### src/sv/rid_pkg.sv
package rid_pkg;

	// default cap on the alphabet length
	localparam int MAX_BASE_DEF = 16;

	// widths fixed by the field definitions
	localparam int NUM_W      = 32;
	localparam int CHAR_W     = 8;
	localparam int ALPHA_N    = 16;
	localparam int RADIX_W    = 5;
	localparam int DIGIT_W    = 4;
	localparam int MAX_DIGITS = 32;
	localparam int DIDX_W     = $clog2(MAX_DIGITS);
	localparam int ND_W       = DIDX_W + 1;
	localparam int REG_W      = 64;
	localparam int ADDR_W     = 5;

	// divider: one byte of the dividend per cycle
	localparam int BYTE_W     = 8;
	localparam int DIV_STEPS  = NUM_W / BYTE_W;
	localparam int STEP_W     = $clog2(DIV_STEPS);

	// queue between front and back
	localparam int QDEPTH     = 2;

	// register indexes, taken from paddr[4:3]
	localparam logic [1:0] REG_ALPHA_LOW  = 2'd0;
	localparam logic [1:0] REG_ALPHA_HIGH = 2'd1;
	localparam logic [1:0] REG_RADIX_LEN  = 2'd2;

	// special characters
	localparam logic [CHAR_W-1:0] CHAR_MINUS = 8'h2D;
	localparam logic [CHAR_W-1:0] CHAR_PLUS  = 8'h2B;
	localparam logic [CHAR_W-1:0] CHAR_NUL   = 8'h00;

	typedef logic [ALPHA_N-1:0][CHAR_W-1:0] alpha_t;

	typedef struct packed {
		logic [RADIX_W-1:0] radix;
		alpha_t             alphabet;
	} cfg_info_t;

	typedef struct packed {
		logic             neg;
		logic [NUM_W-1:0] mag;
	} item_t;

	typedef enum logic [1:0] {
		BK_IDLE,
		BK_DIV,
		BK_SIGN,
		BK_EMIT
	} bk_state_t;

endpackage

### src/sv/rid_cfg.sv
module rid_cfg import rid_pkg::*; #(
	parameter int MAX_BASE = MAX_BASE_DEF
) (
	input  logic              clk,
	input  logic              arst_n,
	input  logic              psel,
	input  logic              penable,
	input  logic              pwrite,
	input  logic [ADDR_W-1:0] paddr,
	input  logic [REG_W-1:0]  pwdata,
	output logic [REG_W-1:0]  prdata,
	output logic              pready,
	output cfg_info_t         cfg
);

	localparam logic [RADIX_W-1:0] CAP_MAX = RADIX_W'(MAX_BASE);

	logic [REG_W-1:0]   alpha_lo_q;
	logic [REG_W-1:0]   alpha_hi_q;
	logic [RADIX_W-1:0] rlen_q;
	logic               wr_en;
	alpha_t             alpha;
	logic [RADIX_W-1:0] cap;
	logic [RADIX_W-1:0] len;
	logic               stop;
	logic               bad;

	assign pready = 1'b1;
	assign wr_en  = psel & penable & pwrite;

	// register writes
	always_ff @(posedge clk or negedge arst_n) begin
		if (!arst_n) begin
			alpha_lo_q <= '0;
			alpha_hi_q <= '0;
			rlen_q     <= '0;
		end else if (wr_en) begin
			case (paddr[4:3])
				REG_ALPHA_LOW:  alpha_lo_q <= pwdata;
				REG_ALPHA_HIGH: alpha_hi_q <= pwdata;
				REG_RADIX_LEN:  rlen_q     <= pwdata[RADIX_W-1:0];
				default: ;
			endcase
		end
	end

	// read back
	always_comb begin
		case (paddr[4:3])
			REG_ALPHA_LOW:  prdata = alpha_lo_q;
			REG_ALPHA_HIGH: prdata = alpha_hi_q;
			REG_RADIX_LEN:  prdata = {{(REG_W-RADIX_W){1'b0}}, rlen_q};
			default:        prdata = '0;
		endcase
	end

	assign alpha = alpha_t'({alpha_hi_q, alpha_lo_q});

	// usable length: capped, ends at the first nul byte
	always_comb begin
		cap  = (rlen_q > CAP_MAX) ? CAP_MAX : rlen_q;
		len  = '0;
		stop = 1'b0;
		for (int i = 0; i < ALPHA_N; i++) begin
			if (!stop) begin
				if (RADIX_W'(i) < cap && alpha[i] != CHAR_NUL) begin
					len = RADIX_W'(i + 1);
				end else begin
					stop = 1'b1;
				end
			end
		end
	end

	// sign characters and repeats make the alphabet unusable
	always_comb begin
		bad = 1'b0;
		for (int i = 0; i < ALPHA_N; i++) begin
			if (RADIX_W'(i) < len) begin
				if (alpha[i] == CHAR_MINUS || alpha[i] == CHAR_PLUS) begin
					bad = 1'b1;
				end
				for (int k = i + 1; k < ALPHA_N; k++) begin
					if (RADIX_W'(k) < len && alpha[k] == alpha[i]) begin
						bad = 1'b1;
					end
				end
			end
		end
	end

	assign cfg.radix    = (len < RADIX_W'(2) || bad) ? '0 : len;
	assign cfg.alphabet = alpha;

endmodule

### src/sv/rid_front.sv
module rid_front import rid_pkg::*; (
	input  logic             in_valid,
	output logic             in_stall,
	input  logic [NUM_W-1:0] number,
	input  cfg_info_t        cfg,
	input  logic             q_full,
	output logic             q_push,
	output item_t            q_item
);

	// hold the source only while the queue is full
	assign in_stall = q_full;

	// a beat under an unusable alphabet is taken and dropped
	assign q_push = in_valid & ~q_full & (cfg.radix != '0);

	// sign and magnitude; the most negative value wraps to its true magnitude
	assign q_item.neg = number[NUM_W-1];
	assign q_item.mag = number[NUM_W-1] ? (NUM_W'(0) - number) : number;

endmodule

### src/sv/rid_queue.sv
module rid_queue import rid_pkg::*; (
	input  logic  clk,
	input  logic  arst_n,
	input  logic  push,
	input  item_t din,
	input  logic  pop,
	output item_t dout,
	output logic  full,
	output logic  empty
);

	localparam int PTR_W = (QDEPTH > 1) ? $clog2(QDEPTH) : 1;
	localparam int CNT_W = $clog2(QDEPTH + 1);
	localparam logic [PTR_W-1:0] PTR_LAST = PTR_W'(QDEPTH - 1);

	item_t            mem_q [QDEPTH];
	logic [PTR_W-1:0] wr_ptr_q;
	logic [PTR_W-1:0] rd_ptr_q;
	logic [CNT_W-1:0] cnt_q;
	logic             do_push;
	logic             do_pop;

	assign full    = (cnt_q == CNT_W'(QDEPTH));
	assign empty   = (cnt_q == '0);
	assign do_push = push & ~full;
	assign do_pop  = pop & ~empty;
	assign dout    = mem_q[rd_ptr_q];

	// pointers and fill count
	always_ff @(posedge clk or negedge arst_n) begin
		if (!arst_n) begin
			wr_ptr_q <= '0;
			rd_ptr_q <= '0;
			cnt_q    <= '0;
		end else begin
			if (do_push) begin
				wr_ptr_q <= (wr_ptr_q == PTR_LAST) ? '0 : wr_ptr_q + 1'b1;
			end
			if (do_pop) begin
				rd_ptr_q <= (rd_ptr_q == PTR_LAST) ? '0 : rd_ptr_q + 1'b1;
			end
			if (do_push && !do_pop) begin
				cnt_q <= cnt_q + 1'b1;
			end else if (do_pop && !do_push) begin
				cnt_q <= cnt_q - 1'b1;
			end
		end
	end

	// entry storage
	always_ff @(posedge clk) begin
		if (do_push) begin
			mem_q[wr_ptr_q] <= din;
		end
	end

endmodule

### src/sv/rid_back.sv
module rid_back import rid_pkg::*; (
	input  logic              clk,
	input  logic              arst_n,
	input  cfg_info_t         cfg,
	input  logic              q_empty,
	input  item_t             q_item,
	output logic              q_pop,
	output logic              out_valid,
	input  logic              out_stall,
	output logic [CHAR_W-1:0] character,
	output logic              final_char
);

	localparam logic [STEP_W-1:0] STEP_LAST = STEP_W'(DIV_STEPS - 1);

	bk_state_t           state_q;
	bk_state_t           state_d;
	logic [NUM_W-1:0]    work_q;
	logic [NUM_W-1:0]    work_d;
	logic [DIGIT_W-1:0]  rem_q;
	logic [DIGIT_W-1:0]  rem_next;
	logic [BYTE_W-1:0]   qbyte;
	logic [STEP_W-1:0]   step_q;
	logic [ND_W-1:0]     nd_q;
	logic [DIDX_W-1:0]   idx_q;
	logic                neg_q;
	logic [DIGIT_W-1:0]  digits_q [MAX_DIGITS];
	logic                out_valid_q;
	logic [CHAR_W-1:0]   char_q;
	logic                final_q;
	logic                load_ok;
	logic                div_step;
	logic                digit_done;
	logic                load_sign;
	logic                load_digit;

	assign load_ok    = ~out_valid_q | ~out_stall;
	assign out_valid  = out_valid_q;
	assign character  = char_q;
	assign final_char = final_q;

	// one byte of restoring division by the radix per cycle
	always_comb begin
		logic [RADIX_W-1:0] r;
		r = (step_q == '0) ? '0 : {1'b0, rem_q};
		for (int j = BYTE_W - 1; j >= 0; j--) begin
			r = {r[RADIX_W-2:0], work_q[NUM_W-BYTE_W+j]};
			if (r >= cfg.radix) begin
				r        = r - cfg.radix;
				qbyte[j] = 1'b1;
			end else begin
				qbyte[j] = 1'b0;
			end
		end
		rem_next = r[DIGIT_W-1:0];
		work_d   = {work_q[NUM_W-BYTE_W-1:0], qbyte};
	end

	// sequencer: fetch, divide, sign, digits
	always_comb begin
		state_d    = state_q;
		q_pop      = 1'b0;
		div_step   = 1'b0;
		digit_done = 1'b0;
		load_sign  = 1'b0;
		load_digit = 1'b0;
		case (state_q)
			BK_IDLE: begin
				if (!q_empty) begin
					q_pop   = 1'b1;
					state_d = BK_DIV;
				end
			end
			BK_DIV: begin
				div_step = 1'b1;
				if (step_q == STEP_LAST) begin
					digit_done = 1'b1;
					if (work_d == '0) begin
						state_d = neg_q ? BK_SIGN : BK_EMIT;
					end
				end
			end
			BK_SIGN: begin
				if (load_ok) begin
					load_sign = 1'b1;
					state_d   = BK_EMIT;
				end
			end
			BK_EMIT: begin
				if (load_ok) begin
					load_digit = 1'b1;
					if (idx_q == '0) begin
						state_d = BK_IDLE;
					end
				end
			end
			default: state_d = BK_IDLE;
		endcase
	end

	always_ff @(posedge clk or negedge arst_n) begin
		if (!arst_n) begin
			state_q <= BK_IDLE;
		end else begin
			state_q <= state_d;
		end
	end

	// counters and output valid
	always_ff @(posedge clk or negedge arst_n) begin
		if (!arst_n) begin
			step_q      <= '0;
			nd_q        <= '0;
			idx_q       <= '0;
			out_valid_q <= 1'b0;
		end else begin
			if (q_pop) begin
				step_q <= '0;
				nd_q   <= '0;
			end else if (div_step) begin
				step_q <= (step_q == STEP_LAST) ? '0 : step_q + 1'b1;
				if (digit_done) begin
					nd_q  <= nd_q + 1'b1;
					idx_q <= nd_q[DIDX_W-1:0];
				end
			end else if (load_digit && idx_q != '0) begin
				idx_q <= idx_q - 1'b1;
			end
			if (load_sign || load_digit) begin
				out_valid_q <= 1'b1;
			end else if (!out_stall) begin
				out_valid_q <= 1'b0;
			end
		end
	end

	// datapath and output beat
	always_ff @(posedge clk) begin
		if (q_pop) begin
			work_q <= q_item.mag;
			neg_q  <= q_item.neg;
		end else if (div_step) begin
			work_q <= work_d;
			rem_q  <= rem_next;
		end
		if (digit_done) begin
			digits_q[nd_q[DIDX_W-1:0]] <= rem_next;
		end
		if (load_sign) begin
			char_q  <= CHAR_MINUS;
			final_q <= 1'b0;
		end else if (load_digit) begin
			char_q  <= cfg.alphabet[digits_q[idx_q]];
			final_q <= (idx_q == '0);
		end
	end

endmodule

### src/sv/radix_integer_to_digits_top.sv
// the divider retires one byte of the magnitude per cycle; a digit needs all four bytes
// a two-entry queue lets the next number be taken while the current one is printed
// reset: asynchronous, zeroes the control registers, empties the queue, idles the back end
module radix_integer_to_digits_top import rid_pkg::*; #(
	parameter int MAX_BASE = MAX_BASE_DEF
) (
	input  logic              clk,
	input  logic              arst_n,
	input  logic              psel,
	input  logic              penable,
	input  logic              pwrite,
	input  logic [ADDR_W-1:0] paddr,
	input  logic [REG_W-1:0]  pwdata,
	output logic [REG_W-1:0]  prdata,
	output logic              pready,
	input  logic              in_valid,
	output logic              in_stall,
	input  logic [NUM_W-1:0]  number,
	output logic              out_valid,
	input  logic              out_stall,
	output logic [CHAR_W-1:0] character,
	output logic              final_char
);

	cfg_info_t cfg;
	item_t     push_item;
	item_t     pop_item;
	logic      q_push;
	logic      q_pop;
	logic      q_full;
	logic      q_empty;

	rid_cfg #(
		.MAX_BASE(MAX_BASE)
	) u_cfg (
		.clk    (clk),
		.arst_n (arst_n),
		.psel   (psel),
		.penable(penable),
		.pwrite (pwrite),
		.paddr  (paddr),
		.pwdata (pwdata),
		.prdata (prdata),
		.pready (pready),
		.cfg    (cfg)
	);

	rid_front u_front (
		.in_valid(in_valid),
		.in_stall(in_stall),
		.number  (number),
		.cfg     (cfg),
		.q_full  (q_full),
		.q_push  (q_push),
		.q_item  (push_item)
	);

	rid_queue u_queue (
		.clk   (clk),
		.arst_n(arst_n),
		.push  (q_push),
		.din   (push_item),
		.pop   (q_pop),
		.dout  (pop_item),
		.full  (q_full),
		.empty (q_empty)
	);

	rid_back u_back (
		.clk       (clk),
		.arst_n    (arst_n),
		.cfg       (cfg),
		.q_empty   (q_empty),
		.q_item    (pop_item),
		.q_pop     (q_pop),
		.out_valid (out_valid),
		.out_stall (out_stall),
		.character (character),
		.final_char(final_char)
	);

endmodule

### config.mk
export PLATFORM = sky130hd
export DESIGN_NAME = radix_integer_to_digits_top
export DESIGN_NICKNAME = d
export VERILOG_FILES = /design/src/sv/rid_pkg.sv /design/src/sv/rid_cfg.sv /design/src/sv/rid_front.sv /design/src/sv/rid_queue.sv /design/src/sv/rid_back.sv /design/src/sv/radix_integer_to_digits_top.sv
export SDC_FILE = /design/constraint.sdc
export NUM_CORES = 2
export LEC_CHECK = 0
export ABC_CLOCK_PERIOD_IN_PS = 23100
export BUFFER_PORTS_ARGS = -buffer_cell sky130_fd_sc_hd__buf_2
export CAP_MARGIN = 20
export CORE_MARGIN = 2
export CORE_UTILIZATION = 55
export CTS_CLUSTER_SIZE = 14
export DETAILED_ROUTE_END_ITERATION = 10
export GPL_TIMING_DRIVEN = 0
export MAX_ROUTING_LAYER = met4
export PLACE_DENSITY = 0.72
export REMOVE_ABC_BUFFERS = 1
export SLEW_MARGIN = 5
export SYNTH_ARGS = -nofsm -noshare
export SYNTH_HDL_FRONTEND = slang
export SYNTH_HIERARCHICAL = 1
export SYNTH_SLANG_ARGS = --single-unit
### constraint.sdc
create_clock -name clk -period 23.1 [get_ports clk]
set_input_delay 1.155 -clock clk [delete_from_list [all_inputs] [get_ports clk]]
set_output_delay 1.155 -clock clk [all_outputs]
set_load 0.005 [all_outputs]
==> run summary <==
outcome: finished clean
Worst-path clk slew: 0.06 ns
Max Cap Violations: 0
Seq cells post-synth: 392
Gate Count Post-Synth: 3445
IO Pins: 184
Die W: 252 um
most used cell, CP: ha_1
Slowest-stage cell, CP: nor4_1
Worst Path Max Fanout: 12
post-synth top area share: 0.206
Syn Std Cell Area: 0.0337 mm2
DR vias/cell: 6.64
drt pass-1 iters: 8
fin worst setup slack: 4.02 ns
fill cell count: 4768
Crit path arrival time: 19.57 ns
initial antenna violation count: 3
Die Span Y: 252 um
most frequent cell after synthesis: xor2_1
Detailed Route WL: 117 mm
Synth area leader: edfxtp_1
GRT Util Overall: 0.371
top cells by count, synth: xor2_1 (525), xnor2_1 (507), edfxtp_1 (231)
Clock Latency Late Sink: 0.64 ns
Fmax achieved: 0.0524 GHz
final setup TNS: 0 ns
Remaining DRCs: 0
initial drt markers: 3468
number of core rows: 90
die area: 0.0633 mm2
met3 WL post-DR: 12.9 mm
Register Area: 0.0109 mm2
Multi-input gate area: 0.0210 mm2
nets: 3629
top routing layer in use: met4
Slew @ Worst Pin: 1.27 ns
slew margin rel.: 0.145
H-tree Lvls: 2
async set-reset flop share out of synthesis: 0.388
sequential-to-total area share from yosys stat: 0.324
gr ovfl total: 0
Slew Viols, Final: 0
final setup fails: 0
clock skew: 0.0542 ns
first-pass GRT wire length: 173 mm
DRT met1 WL: 43.1 mm
Post-CTS Setup Bufs: 0
RSZ-0062 raised after global routing: false
largest net degree at the start of global routing: 96
# resized after CTS: 0
Clock Sinks: 392
worst path required time: 23.59 ns
crit path kind: register to register
Initial Util: 0.558
Mean Syn Cell Area: 9.79 um2
area of placed instances: 0.0368 mm2
met2 routed WL: 52.5 mm
Yosys Warn Count: 6
synth-to-layout area growth: 14.8%
ys flop type: edfxtp_1
finished layout cell area: 0.0387 mm2
vias after detailed routing: 28400
pre-CTS setup slack: 4.63 ns
crit path time final: 19.08 ns
most area-consuming cells after synthesis: edfxtp_1 (21%), xor2_1 (14%), xnor2_1 (13%)
root buf cell: clkbuf_16
DR WL/cell: 27.4 um
CTS Buf Count: 43
TritonCTS clock tree: done
hold_buf cts: 0
CORE AREA: 0.0605 mm2
Post-synth EDFFs: 231
max incr delay on CP: 0.85 ns
Worst Hold Class: input pin to asynchronous set/reset pin
post-DP HPWL: 81.6 mm
vias in the first global route: 27600
Buffers on Ports: 179
Post-DRT Antenna Nets: 0
final hold violations: 0
layout cells sized above 1: 0.194
Final Cycle Share: 0.826
GPL Wtd Cong: 1.05
clock tree buffer depth: 3
Worst Setup Start Kind: register
Setup crit end kind: register
Yosys cell types: 98
## critical path: cells and delay by family, from the launching register on
| family | cells | cell delay [ns] |
|---|---|---|
| flip-flops | 1 | 0.84 |
| AO/OA/AOI/OAI | 29 | 9.15 |
| AND/OR/NAND/NOR | 14 | 4.16 |
| adder cells (fa/ha/maj) | 7 | 1.95 |
| buffers and inverters | 6 | 0.57 |
| multiplexers | 6 | 2.26 |
## flip-flops by register name, summed over array words and instances, names as in the netlist, 8 cells and up
name              cells
u_back/digits_q     128
u_queue/mem_q        66
u_cfg/alpha_hi_q     64
u_cfg/alpha_lo_q     64
u_back/work_q        32
u_back/character      8
## layout by cell type (no fill, tap or decap), drive strengths merged, types with 12 or more instances in the layout
cell type / count
a21oi: 86
a31oi: 18
buf: 318
clkbuf: 57
clkinv: 13
dfrtp: 152
edfxtp: 231
ha: 54
inv: 48
mux2: 210
mux2i: 128
mux4: 28
nand2: 193
nand2b: 23
nand3: 50
nand4: 142
nor2: 200
nor2b: 12
nor3: 67
nor4: 159
o21ai: 51
o22ai: 18
o31ai: 20
or4: 13
xnor2: 507
xor2: 525
## through the flow
step                 util  instances  hold WS (ns)
CTS                 0.631       4255         0.462
finish              0.641       4277         0.439
global route        0.641       4277         0.471
global placement    0.561       4058         0.483
floorplan               -       3097         0.459
detailed placement  0.609       4177         0.512
## kinds of logic after synthesis
group,Yosys count,share of synthesized area
multiplexers,366,0.130
buffers and inverters,392,0.0545
XOR/XNOR,1032,0.268
other,1,0.000111
AO/OA/AOI/OAI,288,0.0579
adder cells (fa/ha/maj),61,0.0242
flip-flops,392,0.324
AND/OR/NAND/NOR,913,0.141
## final cells by class
class	count	area share
inverters	44	0.00426
diodes	2	0.000129
repair buffers	318	0.110
flip-flops and latches	392	0.282
well taps	782	0.0253
clock buffers	57	0.0297
clock inverters	21	0.00562
multi-input cells	2661	0.543
## metal layers
| layer | vias up | track usage |
|---|---|---|
| met5 | - | - |
| met4 | 0 | 0.217 |
| met3 | 658 | 0.0985 |
| met2 | 1927 | 0.570 |
| met1 | 13700 | 0.441 |
| li1 | 12100 | - |
## worst paths after layout
path / from / end / slack (ns) / depth (start not counted)
max in group asynchronous: arst_n / u_cfg/alpha_hi_q[38] / 21.68 / 2
hold reg to reg: u_back/final_char / u_back/final_char / 0.53 / 2
min in group clk: u_back/final_char / u_back/final_char / 0.53 / 2
hold / removal: arst_n / u_cfg/alpha_lo_q[15] / 0.44 / 1
setup reg to reg: u_cfg/alpha_hi_q[12] / u_back/state_q[1] / 4.02 / 62
setup / recovery: u_cfg/alpha_hi_q[12] / u_back/state_q[1] / 4.02 / 62
Power is left out: the tool's default activity adds up to more than one toggle a clock period on the data nets, which glitch-free logic cannot reach.
